[config.mk]
export PLATFORM = sky130hd
export DESIGN_NAME = implicant_chart_reducer_flat
export DESIGN_NICKNAME = d
export VERILOG_FILES = /design/src/icr_pkg.sv /design/src/icr_req_if.sv /design/src/icr_rsp_if.sv /design/src/icr_store.sv /design/src/icr_seq.sv /design/src/implicant_chart_reducer.sv /design/src/flat_wrapper.sv
export SDC_FILE = /design/constraint.sdc
export NUM_CORES = 1
export LEC_CHECK = 0
export BUFFER_PORTS_ARGS = -buffer_cell sky130_fd_sc_hd__buf_2
export CELL_PAD_IN_SITES_DETAIL_PLACEMENT = 0
export CELL_PAD_IN_SITES_GLOBAL_PLACEMENT = 1
export CORE_ASPECT_RATIO = 0.5
export CORE_UTILIZATION = 39
export DETAILED_ROUTE_END_ITERATION = 10
export PLACE_DENSITY = 0.69
export SKIP_LAST_GASP = 1
export SLEW_MARGIN = 40
export SYNTH_ARGS = -nofsm -noshare
export SYNTH_HDL_FRONTEND = slang
export SYNTH_SLANG_ARGS = --single-unit
[constraint.sdc]
create_clock -name clk -period 4.3 [get_ports clk]
set_clock_uncertainty 0.15 [all_clocks]
set_input_delay 0 -clock clk [delete_from_list [all_inputs] [get_ports clk]]
set_output_delay 0 -clock clk [all_outputs]
set_load 0.03 [all_outputs]
[src/icr_pkg.sv]
// Shared constants, request codes and control types of the implicant chart reducer.
`default_nettype none

package icr_pkg;

	localparam int NUM_VARS       = 8;
	localparam int MAX_IMPLICANTS = 16;
	localparam int MAX_MINTERMS   = 64;
	localparam int RESULT_LIMIT   = 16;

	localparam int TERM_W     = 8;
	localparam int REQ_W      = 2;
	localparam int KEPT_IDX_W = 4;

	localparam int IMP_IDX_W = (MAX_IMPLICANTS > 1) ? $clog2(MAX_IMPLICANTS) : 1;
	localparam int IMP_CNT_W = $clog2(MAX_IMPLICANTS + 1);
	localparam int MT_IDX_W  = (MAX_MINTERMS > 1) ? $clog2(MAX_MINTERMS) : 1;
	localparam int MT_CNT_W  = $clog2(MAX_MINTERMS + 1);
	localparam int RES_CNT_W = $clog2(RESULT_LIMIT + 1);

	// care bits that take part in matching
	localparam logic [TERM_W-1:0] VAR_MASK =
		(NUM_VARS >= TERM_W) ? {TERM_W{1'b1}} : TERM_W'((1 << NUM_VARS) - 1);

	typedef enum logic [REQ_W-1:0] {
		REQ_LOAD_IMP = 2'd0,
		REQ_LOAD_MT  = 2'd1,
		REQ_RUN      = 2'd2
	} req_code_t;

	typedef struct packed {
		logic                 imp_we;
		logic [IMP_IDX_W-1:0] imp_waddr;
		logic                 mt_we;
		logic [MT_IDX_W-1:0]  mt_waddr;
		logic [TERM_W-1:0]    wr_value;
		logic [TERM_W-1:0]    wr_mask;
		logic                 mt_re;
		logic [MT_IDX_W-1:0]  mt_raddr;
		logic [IMP_IDX_W-1:0] imp_raddr;
	} store_ctl_t;

	typedef struct packed {
		logic                  valid;
		logic [KEPT_IDX_W-1:0] index;
		logic [TERM_W-1:0]     value;
		logic [TERM_W-1:0]     mask;
		logic                  none;
		logic                  last;
	} emit_t;

endpackage

`default_nettype wire

[src/icr_req_if.sv]
// Request channel: valid/ready handshake with one load or run request.
`default_nettype none

interface icr_req_if import icr_pkg::*; ();
	logic              valid;
	logic              ready;
	logic [REQ_W-1:0]  req_type;
	logic [TERM_W-1:0] term_value;
	logic [TERM_W-1:0] term_mask;

	modport source (output valid, req_type, term_value, term_mask, input ready);
	modport sink   (input valid, req_type, term_value, term_mask, output ready);
endinterface

`default_nettype wire

[src/icr_rsp_if.sv]
// Result channel: valid/ready handshake with one kept implicant per transfer.
`default_nettype none

interface icr_rsp_if import icr_pkg::*; ();
	logic                  valid;
	logic                  ready;
	logic [KEPT_IDX_W-1:0] kept_index;
	logic [TERM_W-1:0]     kept_value;
	logic [TERM_W-1:0]     kept_mask;
	logic                  none_kept;
	logic                  last_result;

	modport source (output valid, kept_index, kept_value, kept_mask, none_kept, last_result,
		input ready);
	modport sink   (input valid, kept_index, kept_value, kept_mask, none_kept, last_result,
		output ready);
endinterface

`default_nettype wire

[src/icr_store.sv]
// Implicant registers, minterm memory and the shared cover comparator.
`default_nettype none

module icr_store import icr_pkg::*; (
	input  wire logic              clk,
	input  wire store_ctl_t        ctl,
	output logic                   cover_hit,
	output logic [TERM_W-1:0]      imp_value,
	output logic [TERM_W-1:0]      imp_mask
);

	logic [TERM_W-1:0] imp_val_q  [MAX_IMPLICANTS];
	logic [TERM_W-1:0] imp_mask_q [MAX_IMPLICANTS];
	logic [TERM_W-1:0] mt_mem_q   [MAX_MINTERMS];
	logic [TERM_W-1:0] mt_rd_q;

	always_ff @(posedge clk) begin
		if (ctl.imp_we) begin
			imp_val_q[ctl.imp_waddr]  <= ctl.wr_value;
			imp_mask_q[ctl.imp_waddr] <= ctl.wr_mask;
		end
	end

	always_ff @(posedge clk) begin
		if (ctl.mt_we) begin
			mt_mem_q[ctl.mt_waddr] <= ctl.wr_value;
		end
		if (ctl.mt_re) begin
			mt_rd_q <= mt_mem_q[ctl.mt_raddr];
		end
	end

	assign imp_value = imp_val_q[ctl.imp_raddr];
	assign imp_mask  = imp_mask_q[ctl.imp_raddr];

	// match on every care bit against the registered minterm fetched last
	assign cover_hit = ~|((imp_value ^ mt_rd_q) & imp_mask & VAR_MASK);

endmodule

`default_nettype wire

[src/icr_seq.sv]
// Sequencer: loads, chart reduction walk, alive bits and result emission.
`default_nettype none

module icr_seq import icr_pkg::*; (
	input  wire logic         clk,
	input  wire logic         arst_n,
	icr_req_if.sink           req,
	input  wire logic         out_free,
	input  wire logic         cover_hit,
	input  wire logic [TERM_W-1:0] imp_value,
	input  wire logic [TERM_W-1:0] imp_mask,
	output store_ctl_t        ctl,
	output emit_t             emit
);

	typedef enum logic [6:0] {
		ST_IDLE     = 7'b0000001,
		ST_NEXT_I   = 7'b0000010,
		ST_MT_FETCH = 7'b0000100,
		ST_CHK_I    = 7'b0001000,
		ST_SCAN_K   = 7'b0010000,
		ST_EMIT     = 7'b0100000,
		ST_NONE     = 7'b1000000
	} state_t;

	state_t                  state_q;
	logic [MAX_IMPLICANTS-1:0] alive_q;
	logic [IMP_CNT_W-1:0]    imp_cnt_q;
	logic [MT_CNT_W-1:0]     mt_cnt_q;
	logic [IMP_CNT_W-1:0]    i_q;
	logic [IMP_CNT_W-1:0]    k_q;
	logic [MT_CNT_W-1:0]     j_q;
	logic [RES_CNT_W-1:0]    n_q;
	logic                    keep_q;

	logic                    accept;
	logic                    imp_room;
	logic                    mt_room;
	logic [IMP_IDX_W-1:0]    i_idx;
	logic [IMP_IDX_W-1:0]    k_idx;
	logic [MAX_IMPLICANTS-1:0] above;
	logic                    later_none;

	assign req.ready = (state_q == ST_IDLE);
	assign accept    = req.valid && (state_q == ST_IDLE);
	assign imp_room  = (imp_cnt_q < IMP_CNT_W'(MAX_IMPLICANTS));
	assign mt_room   = (mt_cnt_q < MT_CNT_W'(MAX_MINTERMS));
	assign i_idx     = i_q[IMP_IDX_W-1:0];
	assign k_idx     = k_q[IMP_IDX_W-1:0];

	always_comb begin
		for (int b = 0; b < MAX_IMPLICANTS; b++) begin
			above[b] = (IMP_CNT_W'(b) > i_q);
		end
		later_none = ~|(alive_q & above);
	end

	always_comb begin
		ctl           = '0;
		ctl.wr_value  = req.term_value;
		ctl.wr_mask   = req.term_mask;
		ctl.imp_waddr = imp_cnt_q[IMP_IDX_W-1:0];
		ctl.mt_waddr  = mt_cnt_q[MT_IDX_W-1:0];
		ctl.mt_raddr  = j_q[MT_IDX_W-1:0];
		ctl.imp_raddr = (state_q == ST_SCAN_K) ? k_idx : i_idx;
		ctl.imp_we    = accept && (req.req_type == REQ_LOAD_IMP) && imp_room;
		ctl.mt_we     = accept && (req.req_type == REQ_LOAD_MT) && mt_room;
		ctl.mt_re     = (state_q == ST_MT_FETCH) && !keep_q && (j_q != mt_cnt_q);

		emit = '0;
		if (state_q == ST_EMIT && i_q != imp_cnt_q && alive_q[i_idx] && out_free) begin
			emit.valid = 1'b1;
			emit.index = KEPT_IDX_W'(i_idx);
			emit.value = imp_value;
			emit.mask  = imp_mask;
			emit.last  = later_none || (n_q == RES_CNT_W'(RESULT_LIMIT - 1));
		end else if (state_q == ST_NONE && out_free) begin
			emit.valid = 1'b1;
			emit.none  = 1'b1;
			emit.last  = 1'b1;
		end
	end

	always_ff @(posedge clk or negedge arst_n) begin
		if (!arst_n) begin
			state_q   <= ST_IDLE;
			alive_q   <= '0;
			imp_cnt_q <= '0;
			mt_cnt_q  <= '0;
			i_q       <= '0;
			k_q       <= '0;
			j_q       <= '0;
			n_q       <= '0;
			keep_q    <= 1'b0;
		end else begin
			unique case (state_q)
				ST_IDLE: begin
					if (ctl.imp_we) begin
						alive_q[ctl.imp_waddr] <= 1'b1;
						imp_cnt_q              <= imp_cnt_q + 1'b1;
					end
					if (ctl.mt_we) begin
						mt_cnt_q <= mt_cnt_q + 1'b1;
					end
					if (accept && req.req_type == REQ_RUN) begin
						i_q     <= '0;
						n_q     <= '0;
						state_q <= ST_NEXT_I;
					end
				end
				ST_NEXT_I: begin
					if (i_q == imp_cnt_q) begin
						i_q     <= '0;
						state_q <= (alive_q == '0) ? ST_NONE : ST_EMIT;
					end else if (!alive_q[i_idx]) begin
						i_q <= i_q + 1'b1;
					end else begin
						keep_q  <= 1'b0;
						j_q     <= '0;
						state_q <= ST_MT_FETCH;
					end
				end
				ST_MT_FETCH: begin
					if (keep_q || j_q == mt_cnt_q) begin
						// drop the row when no minterm needed it
						if (!keep_q) begin
							alive_q[i_idx] <= 1'b0;
						end
						i_q     <= i_q + 1'b1;
						state_q <= ST_NEXT_I;
					end else begin
						state_q <= ST_CHK_I;
					end
				end
				ST_CHK_I: begin
					if (!cover_hit) begin
						j_q     <= j_q + 1'b1;
						state_q <= ST_MT_FETCH;
					end else begin
						k_q     <= '0;
						state_q <= ST_SCAN_K;
					end
				end
				ST_SCAN_K: begin
					if (k_q == imp_cnt_q) begin
						keep_q  <= 1'b1;
						state_q <= ST_MT_FETCH;
					end else if (k_q != i_q && alive_q[k_idx] && cover_hit) begin
						j_q     <= j_q + 1'b1;
						state_q <= ST_MT_FETCH;
					end else begin
						k_q <= k_q + 1'b1;
					end
				end
				ST_EMIT: begin
					if (i_q == imp_cnt_q || (emit.valid && emit.last)) begin
						alive_q   <= '0;
						imp_cnt_q <= '0;
						mt_cnt_q  <= '0;
						state_q   <= ST_IDLE;
					end else if (!alive_q[i_idx]) begin
						i_q <= i_q + 1'b1;
					end else if (emit.valid) begin
						n_q <= n_q + 1'b1;
						i_q <= i_q + 1'b1;
					end
				end
				ST_NONE: begin
					if (emit.valid) begin
						alive_q   <= '0;
						imp_cnt_q <= '0;
						mt_cnt_q  <= '0;
						state_q   <= ST_IDLE;
					end
				end
				default: begin
					state_q <= ST_IDLE;
				end
			endcase
		end
	end

endmodule

`default_nettype wire

[src/implicant_chart_reducer.sv]
// Top level of the implicant chart reducer: sequencer, store and result register.
//
// Usage: requests arrive on req (valid/ready). A load-implicant request stores
// a value and care mask, a load-minterm request stores a full term; a load
// gives no result. Loads past 16 implicants or 64 minterms are dropped. A run
// request reduces the chart: every implicant is checked in load order against
// the minterms it covers, through one cover comparator and one minterm read
// port, and a run also waits out any stall on rsp. ready is low for the whole
// run. Kept implicants then leave on rsp one per transfer, in load order, the
// final one flagged last_result; if none is kept a single none_kept result is
// sent. After a run the chart is empty again.
// rsp has a one-entry output register: the block holds its next result while
// the receiver stalls, and accepts the next request once the run has placed its
// final result there. Reset clears all counts and alive bits; stored terms keep
// stale values that are never read.
`default_nettype none

module implicant_chart_reducer import icr_pkg::*; (
	input  wire logic clk,
	input  wire logic arst_n,
	icr_req_if.sink   req,
	icr_rsp_if.source rsp
);

	store_ctl_t        ctl;
	emit_t             emit;
	logic              cover_hit;
	logic [TERM_W-1:0] imp_value;
	logic [TERM_W-1:0] imp_mask;
	logic              out_free;

	logic                  out_valid_q;
	logic [KEPT_IDX_W-1:0] out_index_q;
	logic [TERM_W-1:0]     out_value_q;
	logic [TERM_W-1:0]     out_mask_q;
	logic                  out_none_q;
	logic                  out_last_q;

	icr_seq u_seq (
		.clk       (clk),
		.arst_n    (arst_n),
		.req       (req),
		.out_free  (out_free),
		.cover_hit (cover_hit),
		.imp_value (imp_value),
		.imp_mask  (imp_mask),
		.ctl       (ctl),
		.emit      (emit)
	);

	icr_store u_store (
		.clk       (clk),
		.ctl       (ctl),
		.cover_hit (cover_hit),
		.imp_value (imp_value),
		.imp_mask  (imp_mask)
	);

	assign out_free = !out_valid_q || rsp.ready;

	always_ff @(posedge clk or negedge arst_n) begin
		if (!arst_n) begin
			out_valid_q <= 1'b0;
		end else if (emit.valid) begin
			out_valid_q <= 1'b1;
		end else if (rsp.ready) begin
			out_valid_q <= 1'b0;
		end
	end

	always_ff @(posedge clk) begin
		if (emit.valid) begin
			out_index_q <= emit.index;
			out_value_q <= emit.value;
			out_mask_q  <= emit.mask;
			out_none_q  <= emit.none;
			out_last_q  <= emit.last;
		end
	end

	assign rsp.valid       = out_valid_q;
	assign rsp.kept_index  = out_index_q;
	assign rsp.kept_value  = out_value_q;
	assign rsp.kept_mask   = out_mask_q;
	assign rsp.none_kept   = out_none_q;
	assign rsp.last_result = out_last_q;

`ifndef NO_ASSERTIONS
	// a new result never overwrites one the receiver has not taken
	a_no_overwrite: assert property (@(posedge clk) disable iff (!arst_n)
		emit.valid |-> (!out_valid_q || rsp.ready))
		else $error("result register overwritten while stalled");

	// no result is produced while new requests are being taken
	a_idle_quiet: assert property (@(posedge clk) disable iff (!arst_n)
		req.ready |-> !emit.valid)
		else $error("result produced while idle");

	// an empty-run result carries zero fields and closes the run
	a_none_form: assert property (@(posedge clk) disable iff (!arst_n)
		(rsp.valid && rsp.none_kept) |->
			(rsp.last_result && rsp.kept_value == '0 && rsp.kept_mask == '0
			&& rsp.kept_index == '0))
		else $error("malformed none_kept result");

	// the final result of a run frees the request side in the next cycle
	a_last_frees: assert property (@(posedge clk) disable iff (!arst_n)
		(emit.valid && emit.last) |=> req.ready)
		else $error("request side not freed after final result");
`endif

endmodule

`default_nettype wire

[src/flat_wrapper.sv]
// flat-port wrapper written by rule: the top's interface ports become plain ports
module implicant_chart_reducer_flat import icr_pkg::*;
  (clk, arst_n, req_valid, req_req_type, req_term_value, req_term_mask, req_ready, rsp_valid, rsp_kept_index, rsp_kept_value, rsp_kept_mask, rsp_none_kept, rsp_last_result, rsp_ready);
  icr_req_if req_i ();
  icr_rsp_if rsp_i ();
  input  wire logic clk;
  input  wire logic arst_n;
  input wire logic [$bits(req_i.valid)-1:0] req_valid;
  input wire logic [$bits(req_i.req_type)-1:0] req_req_type;
  input wire logic [$bits(req_i.term_value)-1:0] req_term_value;
  input wire logic [$bits(req_i.term_mask)-1:0] req_term_mask;
  output wire logic [$bits(req_i.ready)-1:0] req_ready;
  output wire logic [$bits(rsp_i.valid)-1:0] rsp_valid;
  output wire logic [$bits(rsp_i.kept_index)-1:0] rsp_kept_index;
  output wire logic [$bits(rsp_i.kept_value)-1:0] rsp_kept_value;
  output wire logic [$bits(rsp_i.kept_mask)-1:0] rsp_kept_mask;
  output wire logic [$bits(rsp_i.none_kept)-1:0] rsp_none_kept;
  output wire logic [$bits(rsp_i.last_result)-1:0] rsp_last_result;
  input wire logic [$bits(rsp_i.ready)-1:0] rsp_ready;
  assign req_i.valid = req_valid;
  assign req_i.req_type = req_req_type;
  assign req_i.term_value = req_term_value;
  assign req_i.term_mask = req_term_mask;
  assign req_ready = req_i.ready;
  assign rsp_valid = rsp_i.valid;
  assign rsp_kept_index = rsp_i.kept_index;
  assign rsp_kept_value = rsp_i.kept_value;
  assign rsp_kept_mask = rsp_i.kept_mask;
  assign rsp_none_kept = rsp_i.none_kept;
  assign rsp_last_result = rsp_i.last_result;
  assign rsp_i.ready = rsp_ready;
  implicant_chart_reducer u_core (.clk(clk), .arst_n(arst_n), .req(req_i), .rsp(rsp_i));
endmodule
==> Yosys cells after proc, flatten, opt, wreduce, memory -nomap -nowiden <==
Memory sizes are Yosys's and may differ from the RTL's. A register that Yosys moved wholly into a read port is not among the register bits.
Index checks and enable logic that the tools add are counted.
{ "totals": {"reg_bits": 81, "ramBits": 768, "in_bits": 22, "out_inout_bits": 24, "word_cells": 207, "mem_count": 3} }
{ "mem_list": {"columns": ["memory", "words", "word_bits", "rd", "rd_ports_with_merged_regs", "write_ports", "line_no", "rtl"], "rows": [
  ["u_core.u_store.mt_mem_q", 64, 8, 1, 1, 1, "icr_store.sv:14", "logic [TERM_W-1:0] mt_mem_q [MAX_MINTERMS];"],
  ["u_core.u_store.imp_mask_q", 16, 8, 1, 0, 1, "icr_store.sv:13", "logic [TERM_W-1:0] imp_mask_q [MAX_IMPLICANTS];"],
  ["u_core.u_store.imp_val_q", 16, 8, 1, 0, 1, "icr_store.sv:12", "logic [TERM_W-1:0] imp_val_q [MAX_IMPLICANTS];"]
]} }
{ "classes": {"add_sub_neg": 6, "order_cmp": 23, "n_eq_ne": 38, "n_mux": 70, "bitwise_logic": 6, "reduce_logical": 46} }
{ "ops": {"columns": ["op", "count"], "rows": [
  ["two-way mux 7 bit", 16],
  ["two-way mux 5 bit", 17],
  ["two-way mux 16 bit", 5],
  ["one-hot mux 16 bit (4 select lines)", 1],
  ["one-hot mux 7 bit (7 select lines)", 1],
  ["one-hot mux 7 bit (3 select lines)", 2],
  ["> comparator 4 x 5 -> 1 bit (first input constant)", 8],
  ["bitwise AND 16 bit", 2],
  ["adder 5 x 1 -> 5 bit (second input constant)", 4],
  ["> comparator 3 x 5 -> 1 bit (first input constant)", 4],
  ["!= test 2 bit (second input constant)", 10],
  ["one-hot mux 5 bit (2 select lines)", 2],
  ["one-hot mux 5 bit (4 select lines)", 1],
  ["AND reduction 6 bit", 3],
  ["logical AND 1 bit", 17],
  ["zero test 16 bit", 1],
  ["two-way mux 1 bit", 16],
  ["!= test 2 x 1 -> 1 bit (second input constant)", 8],
  ["inverter 16 bit", 1],
  ["OR 16 bit", 1],
  ["AND reduction 4 bit", 4],
  ["OR reduction 16 bit", 1],
  ["less-than comparator 4 x 5 -> 1 bit (second input constant)", 3],
  ["one-hot mux 5 bit (3 select lines)", 1],
  ["37 further kinds", 60]
]} }

==> Depth between registers and ports, before layout <==
Gate-level depths: netlist of run 1.
An unclocked memory read counts as a cell.
{ "depth": {"ltp_word": 11, "ltp_mapped": 16, "ltp_nobuf": 12} }

==> Modules after synthesis <==
From an unflattened synthesis of run 1, not the netlist that was laid out.
{ "unflattened": {"hier_cells": 1860, "hier_area_um2": 35462.8} }
{ "by_module_without_submodules": {"columns": ["mod", "instances", "cells_each", "area_each_um2", "seq_area_each_um2"], "rows": [
  ["icr_store", 1, 1311, 30178.9, 23302.3],
  ["icr_seq", 1, 524, 4575.6, 1452.6],
  ["implicant_chart_reducer", 1, 25, 708.2, 685.7]
]} }

==> Worst setup path before layout of run 1 <==
OpenSTA, ideal clock, no wires.
{ "synth_timing": {"kind": "flip-flop to flip-flop", "startpoint": "reg u_core.u_seq.i_q[0]", "endpoint": "reg u_core.u_seq.imp_cnt_q[0]", "setup_ns": 0.125, "arrival_time_ns": 3.564, "required_ns": 4.025, "setup_slack_ns": 0.461, "path_stages_with_launch": 16, "n_path_buf": 4, "synth_period_minus_slack_ns": 3.839, "cell_sequence": "dfrtp_1 clkbuf_1 inv_1 clkbuf_1 clkbuf_1 ha_1 nor2b_1 o21ai_0 o21ai_0 and2_1 o221a_2 o311a_1 o211ai_1 nor2_1 clkbuf_1 mux2_2"} }
{ "synth_between": {"elab_chain_cells": 10, "word_cells_on_any_way": 34, "cone_classes": "order compare: 16; eq/ne: 4; mux: 4; bitwise: 1; reduce/logical: 9"} }
{ "synth_lines": {"columns": ["element", "line_no", "rtl"], "rows": [
  ["start, declared", "icr_seq.sv:30", "logic [IMP_CNT_W-1:0] i_q;"],
  ["start signal, assigned", "icr_seq.sv:116", "i_q <= i_q + 1'b1;"],
  ["start signal, assigned", "icr_seq.sv:129", "i_q <= i_q + 1'b1;"],
  ["start signal, assigned", "icr_seq.sv:162", "i_q <= i_q + 1'b1;"],
  ["> comparator 1 x 5 -> 1 bit (tied with other cells)", "icr_seq.sv:53", "above[b] = (IMP_CNT_W'(b) > i_q);"],
  ["bitwise AND 16 bit", "icr_seq.sv:55", "later_none = ~|(alive_q & above);"],
  ["OR reduction 16 bit", "icr_seq.sv:55", null],
  ["zero test 1 bit", "icr_seq.sv:55", null],
  ["logical OR 1 bit", "icr_seq.sv:76", "emit.last = later_none || (n_q == RES_CNT_W'(RESULT_LIMIT - 1));"],
  ["two-way mux 1 bit", "icr_seq.sv:71", "if (state_q == ST_EMIT && i_q != imp_cnt_q && alive_q[i_idx] && out_free) begin"],
  ["logical AND 1 bit", "icr_seq.sv:156", "if (i_q == imp_cnt_q || (emit.valid && emit.last)) begin"],
  ["logical OR 1 bit", "icr_seq.sv:156", null],
  ["!= test 2 x 1 -> 1 bit (no line)", null, null],
  ["AND reduction 4 bit (no line) (*)", null, null],
  ["end signal, assigned", "icr_seq.sv:100", "imp_cnt_q <= imp_cnt_q + 1'b1;"],
  ["end, declared", "icr_seq.sv:28", "logic [IMP_CNT_W-1:0] imp_cnt_q;"]
]} }
Every way passes the cells marked *; elsewhere a longest branch is shown, timed or not. The select of a mux whose other input is x is not followed.
A chain may end at the register's enable or synchronous reset.

==> Worst setup path in the final report of run 1 <==
{ "layout_timing": {"startpoint": "reg u_core.u_seq.state_q[3]", "endpoint": "reg u_core.u_seq.j_q[1]"} }
{ "layout_between": {"elab_chain_cells": 10, "word_cells_on_any_way": 19, "cone_classes": "eq/ne: 8; mux: 2; bitwise: 2; reduce/logical: 5; memory: 2"} }
{ "layout_lines": {"columns": ["element", "line_no", "rtl"], "rows": [
  ["start, declared", "icr_seq.sv:26", "state_t state_q;"],
  ["start signal, assigned", "icr_seq.sv:114", "state_q <= (alive_q == '0) ? ST_NONE : ST_EMIT;"],
  ["== test 7 x 5 -> 1 bit", "icr_seq.sv:65, icr_seq.sv:96", null],
  ["two-way mux 4 bit", "icr_seq.sv:65", "ctl.imp_raddr = (state_q == ST_SCAN_K) ? k_idx : i_idx;"],
  ["memory (16 x 8 bit)", null, null],
  ["XOR 8 bit", "icr_store.sv:37", "assign cover_hit = ~|((imp_value ^ mt_rd_q) & imp_mask & VAR_MASK);"],
  ["bitwise AND 8 bit", "icr_store.sv:37", null],
  ["OR reduction 8 bit", "icr_store.sv:37", null],
  ["zero test 1 bit", "icr_store.sv:37", null],
  ["logical AND 1 bit", "icr_seq.sv:148", "end else if (k_q != i_q && alive_q[k_idx] && cover_hit) begin"],
  ["!= test 2 x 1 -> 1 bit (no line)", null, null],
  ["AND reduction 6 bit (no line)", null, null],
  ["end signal, assigned", "icr_seq.sv:137", "j_q <= j_q + 1'b1;"],
  ["end signal, assigned", "icr_seq.sv:149", "j_q <= j_q + 1'b1;"],
  ["end, declared", "icr_seq.sv:32", "logic [MT_CNT_W-1:0] j_q;"]
]} }
Several ways; a longest one is shown, not always the timed one.

==> results of run 1 <==
synth_stat cells (all sizes together) (11+ instances only):
library cell	number	area, um2
nor3	15	80.08
clkbuf	89	334.1
mux4	208	4684
o22ai	27	168.9
nand2	214	803.3
a211oi	68	510.5
nand2b	81	506.7
nor2b	11	68.82
buf	56	299.0
a31oi	20	140.1
a22oi	28	210.2
nand3	24	120.1
xnor2	16	140.1
a311oi	56	490.5
a21oi	100	511.8
dfrtp	58	1451
nor2	128	496.7
ha	13	162.7
edfxtp	798	23960
xor2	14	122.6
inv	28	105.1
nor4	13	87.58
o21ai	36	180.2
power by group through the flow:
stage | Clock [W] | Combinational [W] | Sequential (W)
after floorplan | 0 | 0.00337 | 0.00964
after global placement | 0 | 0.00484 | 0.00982
after detailed placement | 0 | 0.00486 | 0.00982
after CTS | 0.00708 | 0.00493 | 0.00964
after global routing | 0.00739 | 0.00533 | 0.00968
final | 0.00694 | 0.00498 | 0.00965
final cells by class:
class	count	area (um2)	share of cell area [%]
clock buffer	101	2123	5.031
clock inverter	39	362.8	0.8598
inverter	28	105.1	0.2490
multi-input combinational	1197	10780	25.54
sequential	857	25450	60.31
tap	1255	1570	3.721
timing repair buffer	225	1807	4.281
state kept, by name (all words and copies together), names as in the netlist, 7 cells and up:
| name | count |
|---|---|
| u_core.u_seq.alive_q | 16 |
| u_core.u_store.mt_rd_q | 8 |
| u_core.u_store.mt_mem_q | 512 |
| u_core.u_store.imp_val_q | 128 |
| u_core.u_seq.mt_cnt_q | 7 |
| u_core.rsp.kept_value | 8 |
| u_core.rsp.kept_mask | 8 |
| u_core.u_store.imp_mask_q | 128 |
| u_core.u_seq.j_q | 7 |
| u_core.u_seq.state_q | 7 |
how the worst min path moves through the flow:
stage                           startpoint                                         end  slack, ns
after floorplan                     arst_n                u_core.rsp.valid$_DFFE_PN0P_      -0.45
after global placement              arst_n         u_core.u_seq.alive_q[4]$_DFFE_PN0P_      -0.14
after detailed placement            arst_n         u_core.u_seq.alive_q[7]$_DFFE_PN0P_      -0.13
after CTS                        rsp_ready          u_core.rsp.none_kept$_SDFFCE_PP0P_       0.07
after global routing      req_term_mask[4]  u_core.u_store.imp_mask_q[11][4]$_DFFE_PP_       0.12
final                            rsp_ready          u_core.rsp.none_kept$_SDFFCE_PP0P_       0.10
routing by layer:
metal	share of wire (%)	wire (um)	vias to the layer above	track usage (%)
li1	-	-	9283	-
met1	43	41010	11200	27.71
met2	47	44500	859	31.36
met3	7.4	7008	170	4.238
met4	2.9	2735	4	6.468
met5	0.035	33	-	0
critical path, stage by stage (launching register included):
cell and delay (ns):
dfrtp_1 0.43, or4b_4 0.62, buf_4 0.22, or4_4 0.51, and2_2 0.25, o22ai_2 0.17, nor4_1 0.09, buf_4 0.15
xnor2_1 0.12, buf_4 0.14, a22oi_2 0.31, buf_4 0.21, and3_2 0.24, o221ai_4 0.16, a32o_1 0.29
timing repair:
item / CTS / global route
cloned: 0 / 0
setup endpoints to repair: 14 / 30
hold buffers: 26 / 0
resized for setup: 5 / 21
buffers inserted: 1 / 3
pin swaps: 0 / 2
endpoints found under the hold margin: 468 / 0
kinds of logic (layout without fill, tap and decap cells):
family | Yosys count | after routing | synth area share [%]
adders and majority gates | 13 | 13 | 0.4425
buffers and inverters | 173 | 393 | 2.008
DFF | 857 | 857 | 69.21
and+or+nand+nor | 536 | 536 | 6.930
AOI/OAI and AO/OA | 401 | 401 | 7.689
muxes | 217 | 217 | 13.00
xor gates and xnor gates | 30 | 30 | 0.7148
metrics by stage:
step | hold slack (ns) | instance area [um2]
after floorplan | -0.4456 | 36760
after global placement | -0.1351 | 39230
after detailed placement | -0.1281 | 39250
after CTS | 0.07226 | 42030
after global routing | 0.1160 | 42200
final | 0.1000 | 42200
==> out/summary.log, run 1 <==
INFO  status         status=completed
INFO  placed_design  preCtsSetupSlack=-0.4762ns
INFO  timing         slew_headroom=41.65%
INFO  synth          synth_async_sr_flop_share=6.884%
INFO  setup_path     worstRegToRegCells=14
INFO  final_layout   commonest_non_fill_non_tap_cells_in_the_layout=edfxtp_1, nand2_1, mux4_2
INFO  floorplan      core_region_area=93210um2
INFO  timing         post-route-period-util=96.76%
INFO  final_layout   layout_commonest_cell=edfxtp_1
INFO  grt            grt_pass1_wl=140700um
INFO  cts            worst_setup_hold_path_clk_slew=0.07ns
INFO  setup_path     worst-setup-path-type=flip-flop to flip-flop
INFO  synth          synth-main-ff-cell=edfxtp_1
INFO  timing         setup_slack=0.1393ns
INFO  setup_path     path_max_fanout=12
INFO  detailed_routing wl=95280um
INFO  synth          synth_edf_count=798
INFO  grt            grt_start_max_net_pins=138
INFO  setup_path     critical_path_required=4.70ns
INFO  detailed_routing firstDrtPassIters=6
INFO  setup_path     critPathCapture=u_core.u_seq.j_q[1]$_DFFE_PN0P_
INFO  synth          post_synth.cell_area_avg=16.51um2
INFO  placed_design  gpl.final_weighted_congestion=0.8436
INFO  synth          ys_seq_elements=857
INFO  setup_path     end_kind=flip-flop
INFO  timing         timing.final.setup_violations=0
INFO  power          swShare=29.23%
INFO  cts            h_tree_levels=3
INFO  power          finalPower=0.02157W
INFO  detailed_routing detail_route.drc_violations=0
INFO  timing         period_needed=4.161ns
INFO  final_layout   finish.utilization=45.28%
INFO  timing         finalHoldViolCount=0
INFO  floorplan      top_level_ports=46
INFO  flow_run       max_cap_violations=0
INFO  cts            cts.path.max_buffers=3
INFO  grt            grt_pass1_vias=21.10k
INFO  power          max_ir_drop_vdd=0.2816mV
INFO  grt            antenna_found_initial=2
INFO  timing         max_clock_freq=240.3MHz
INFO  cts            cts_made_buffers=81
INFO  setup_path     r2r_setup_slack=0.14ns
INFO  cts            root_buffer=clkbuf_16
INFO  floorplan      num_rows=79
INFO  floorplan      die-height=219.1um
INFO  timing         finalMaxSlewViolations=0
INFO  final_layout   fin_nets=2425
INFO  setup_path     worstReg2RegEnd=u_core.u_seq.j_q[1]$_DFFE_PN0P_
INFO  final_layout   instances_no_fill=3702
INFO  power          leakage=13.32nW
INFO  final_layout   drive_above_1_share=23.95%
INFO  detailed_routing avgViaCountPerCell=5.812
INFO  cts            clock_tree_from_tritoncts=built
INFO  detailed_routing drt-initial-drc-count=2046
INFO  final_layout   area.growth.synth_to_final=14.81%
INFO  synth          synth_cell_type_count=83
INFO  synth          ys_seq_area_share=69.21%
INFO  power          internal_power=0.01527W
INFO  detailed_routing final_antenna_net_count=0
INFO  setup_path     crit_path_start=u_core.u_seq.state_q[3]$_DFFE_PN0P_
INFO  setup_path     timing.rr.start=u_core.u_seq.state_q[3]$_DFFE_PN0P_
INFO  grt            grt_overflow_total=0
INFO  grt            total_routing_usage_reported_by_global_routing=19.92%
INFO  synth          gate_count_post_synth=2227
INFO  cts            cts_num_sinks=857
INFO  placed_design  hpwlAfterDp=58250um
INFO  cts            clock_insertion_delay_at_the_later_pin_of_the_skew_report=0.66ns
INFO  detailed_routing routed_wire_length_per_instance=25.74um
INFO  floorplan      die-area=95560um2
INFO  final_layout   fillers=8008
INFO  hold_path      hold_path_class=input pin to flip-flop
INFO  power          cellPowerDensity=511.2nW/um2
INFO  power          power_frac_seq=44.7%
INFO  floorplan      die_w=436.2um
INFO  timing         worst-slew-pin-transition=0.8721ns
INFO  timing         finalSetupTns=0ns
INFO  timing         grt_setup_unrepaired=true
INFO  synth          post_synthesis_cell_area=36760um2
INFO  hold_path      hold_path_depth=4
INFO  setup_path     critPathArrivalTime=4.56ns
INFO  detailed_routing via_count=21.52k
INFO  placed_design  placed_cells_incl_taps=3532
INFO  synth          synth-warning-count=0
INFO  power          clock_power_share=32.2%
INFO  placed_design  numPortBuffers=45
INFO  setup_path     worstSetupStartpointType=flip-flop
INFO  final_layout   total_inserted_antenna_cells=0
INFO  synth          syn_nets=2262
INFO  power          net-switching-power=0.006307W
INFO  floorplan      floorplan.initialDensity=39.44%
INFO  power          pwr-share-comb=23.1%
Power figures use the tool's default switching activity.
==> inputs of run 2 (changes only) <==
--- a/config.mk
+++ b/config.mk
@@ -11,5 +11,5 @@
 export CORE_ASPECT_RATIO = 0.5
-export CORE_UTILIZATION = 39
+export CORE_UTILIZATION = 55
 export DETAILED_ROUTE_END_ITERATION = 10
-export PLACE_DENSITY = 0.69
+export PLACE_DENSITY = 0.89
 export SKIP_LAST_GASP = 1
@@ -19 +19,2 @@
 export SYNTH_SLANG_ARGS = --single-unit
+export TNS_END_PERCENT = 30
--- a/constraint.sdc
+++ b/constraint.sdc
@@ -4,2 +4,2 @@
 set_output_delay 0 -clock clk [all_outputs]
-set_load 0.03 [all_outputs]
+set_load 0.1 [all_outputs]
==> run 2 against run 1 <==
- power increased by 0.26%
- sequential cell count unchanged
- non-clock buffer count increased by 3
- critical path depth decreased by 2
- sequential power about the same
- combinational power increased by 2%
- wire length increased by 1.5%
- clock power about the same
- largest cell class unchanged
- critical path type unchanged
- first-iteration DRC count increased by 50%
- final cell count decreased by 10%
- count of clock-buffer cells in the layout increased by 1
- design area decreased by 1.3%
==> out/summary.log, run 2 (synthesized netlist as in run 1, its figures left out) <==
INFO  status         status=completed [unchanged]
INFO  setup_path     critical_path_required=4.68ns [was 4.70 ns]
INFO  cts            clock_tree_from_tritoncts=built [unchanged]
INFO  grt            grtUsageMet3=5.637% [was 4.238%]
INFO  detailed_routing avgViaCountPerCell=6.696 [was 5.812]
INFO  floorplan      core_region_area=65490um2 [was 93210 um2]
INFO  hold_path      hold_path_class=input pin to flip-flop [unchanged]
INFO  final_layout   reg.largest.list=u_core.u_store.mt_mem_q: 512 flops, u_core.u_store.imp_mask_q: 128 flops, u_core.u_store.imp_val_q: 128 flops [unchanged]
INFO  timing         period_needed=4.223ns [was 4.161 ns]
INFO  detailed_routing drt-initial-drc-count=3059 [was 2046]
INFO  detailed_routing wl=96740um [was 95280 um]
INFO  setup_path     end_kind=flip-flop [unchanged]
INFO  timing         grt_setup_unrepaired=true [unchanged]
INFO  timing         worst-slew-pin-transition=0.8631ns [was 0.8721 ns]
INFO  placed_design  hpwlAfterDp=55920um [was 58250 um]
INFO  final_layout   drive_above_1_share=23.09% [was 23.95%]
INFO  floorplan      num_rows=66 [was 79]
INFO  flow_run       max_cap_violations=0 [unchanged]
INFO  timing         finalMaxSlewViolations=0 [unchanged]
INFO  detailed_routing final_antenna_net_count=0 [unchanged]
INFO  placed_design  placedInstanceArea=38850um2 [was 39250 um2]
INFO  placed_design  gpl.final_weighted_congestion=0.9169 [was 0.8436]
INFO  cts            cts.path.max_buffers=3 [unchanged]
INFO  detailed_routing via_count=22.30k [was 21.52k]
INFO  cts            h_tree_levels=3 [unchanged]
INFO  final_layout   commonest_non_fill_non_tap_cells_in_the_layout=edfxtp_1, nand2_1, mux4_2 [unchanged]
INFO  timing         finalHoldViolCount=0 [unchanged]
INFO  final_layout   total_inserted_antenna_cells=0 [unchanged]
INFO  grt            total_routing_usage_reported_by_global_routing=28.51% [was 19.92%]
INFO  timing         timing.final.setup_violations=0 [unchanged]
INFO  timing         setup_slack=0.07674ns [was 0.1393 ns]
INFO  timing         max_clock_freq=236.8MHz [was 240.3 MHz]
INFO  floorplan      top_level_ports=46 [unchanged]
INFO  floorplan      die_w=367.6um [was 436.2 um]
INFO  detailed_routing detail_route.drc_violations=0 [unchanged]
INFO  cts            clock_insertion_delay_at_the_later_pin_of_the_skew_report=0.64ns [was 0.66 ns]
INFO  power          finalPower=0.02163W [was 0.02157 W]
INFO  grt            grt_pass1_vias=21.75k [was 21.10k]
INFO  final_layout   layout_commonest_cell=edfxtp_1 [unchanged]
INFO  setup_path     critPathArrivalTime=4.60ns [was 4.56 ns]
INFO  grt            grt_start_max_net_pins=85 [was 138]
INFO  grt            grtUsageMet1=39.47% [was 27.71%]
INFO  timing         post-route-period-util=98.22% [was 96.76%]
INFO  setup_path     path_max_fanout=10 [was 12]
INFO  final_layout   fin_nets=2422 [was 2425]
INFO  power          max_ir_drop_vdd=0.3030mV [was 0.2816 mV]
INFO  timing         finalSetupTns=0ns [unchanged]
INFO  grt            grt_overflow_total=0 [unchanged]
INFO  grt            antenna_found_initial=0 [was 2]
INFO  timing         slew_headroom=42.08% [was 41.65%]
INFO  setup_path     worst-setup-path-type=flip-flop to flip-flop [unchanged]
INFO  detailed_routing firstDrtPassIters=8 [was 6]
INFO  setup_path     worstSetupStartpointType=flip-flop [unchanged]
INFO  power          leakage=13.30nW [was 13.32 nW]
INFO  cts            cts_made_buffers=75 [was 81]
INFO  placed_design  preCtsSetupSlack=0.04506ns [was -0.4762 ns]
INFO  final_layout   design_area=41650um2 [was 42200 um2]
INFO  cts            cts_num_sinks=857 [unchanged]
INFO  power          cellPowerDensity=519.3nW/um2 [was 511.2 nW/um2]
INFO  final_layout   finish.utilization=63.60% [was 45.28%]
INFO  cts            root_buffer=clkbuf_16 [unchanged]
INFO  final_layout   area.growth.synth_to_final=13.30% [was 14.81%]
INFO  final_layout   largest_register_ffs=512 [unchanged]
INFO  detailed_routing routed_wire_length_per_instance=29.04um [was 25.74 um]
INFO  grt            globalRouteMet2Util=45.40% [was 31.36%]
INFO  grt            global_route.peak_usage_layer=met2 [unchanged]
INFO  placed_design  numPortBuffers=45 [unchanged]
INFO  final_layout   largest-register=u_core.u_store.mt_mem_q [unchanged]
INFO  cts            worst_setup_hold_path_clk_slew=0.07ns [about the same]
INFO  floorplan      floorplan.initialDensity=56.13% [was 39.44%]
INFO  floorplan      die-height=184.8um [was 219.1 um]
INFO  grt            grt_pass1_wl=142400um [was 140700 um]
INFO  floorplan      die-area=67930um2 [was 95560 um2]
INFO  final_layout   fillers=4333 [was 8008]
==> run 2: cell count changes in the layout (fill, tap and decap cells not counted), moves of 3 or more <==
cell and change:
buf_6 +6, a311oi_2 -5, nor2_1 +9, buf_2 +3
clkbuf_1 +3, buf_4 -6, nor2_2 -9, a311oi_1 +5
clkbuf_16 -3, clkinv_1 -4
==> run 2: per-layer routing <==
layer,share of wire (%),vias up
li1,-,9273
met1,39,11420
met2,48,1387
met3,9.5,222
met4,3.5,0
met5,0,-
==> run 2: metrics by stage <==
step                      hold WS [ns]  cells
after floorplan                -0.4456   2227
after global placement         0.05461   3164
after detailed placement       0.06705   3166
after CTS                       0.1098   3328
after global routing            0.1388   3331
final                           0.1378   3331
==> run 2: final timing paths <==
path,from,endpoint,slack (ns),cells past startpoint
setup / recovery,u_core.u_seq.state_q[6]$_DFFE_PN0P_,u_core.u_seq.j_q[1]$_DFFE_PN0P_,0.08,12
hold / removal,req_term_mask[1],u_core.u_store.imp_mask_q[13][1]$_DFFE_PP_,0.14,2
setup reg to reg,u_core.u_seq.state_q[6]$_DFFE_PN0P_,u_core.u_seq.j_q[1]$_DFFE_PN0P_,0.08,12
hold reg to reg,u_core.u_seq.n_q[4]$_DFFE_PN0P_,u_core.u_seq.n_q[4]$_DFFE_PN0P_,0.33,2
max in group asynchronous,arst_n,u_core.u_seq.k_q[0]$_DFFE_PN0P_,3.13,4
min in group asynchronous,arst_n,u_core.u_seq.n_q[0]$_DFFE_PN0P_,0.40,4
==> run 2: worst max-delay path, cell delays in order, from the launching register on <==
cell      delay, ns
dfrtp_1        0.45
or3_2          0.67
o2111a_1       0.34
a31oi_4        0.31
buf_4          0.20
o22ai_1        0.12
nor4_1         0.70
xnor2_1        0.15
a22oi_1        0.17
buf_4          0.16
and3_2         0.22
o221ai_4       0.17
a32o_1         0.30
==> run 2: cell type report <==
class,count,area [um2],area share (%)
multi-input cells,1197,10690,25.67
repair buffers,228,1846,4.431
clock buffers,102,2062,4.951
well taps,884,1106,2.656
flip-flops and latches,857,25450,61.12
clock inverters,35,382.9,0.9193
inverters,28,105.1,0.2524
==> run 2: power by group <==
part	internal (W)	switching (W)
clock network	0.00382	0.00310
registers	0.00932	0.000341
logic	0.00210	0.00296
total	0.0152	0.00639
==> run 2: what timing repair did <==
| item | in CTS | in global routing |
|---|---|---|
| setup endpoints to repair | 1 | 13 |
| hold buffers | 25 | 0 |
| setup buffers | 0 | 2 |
| endpoints found under the hold margin | 520 | 0 |
| cloned | 0 | 1 |
| pin swaps | 1 | 3 |
| gates resized for setup | 0 | 6 |
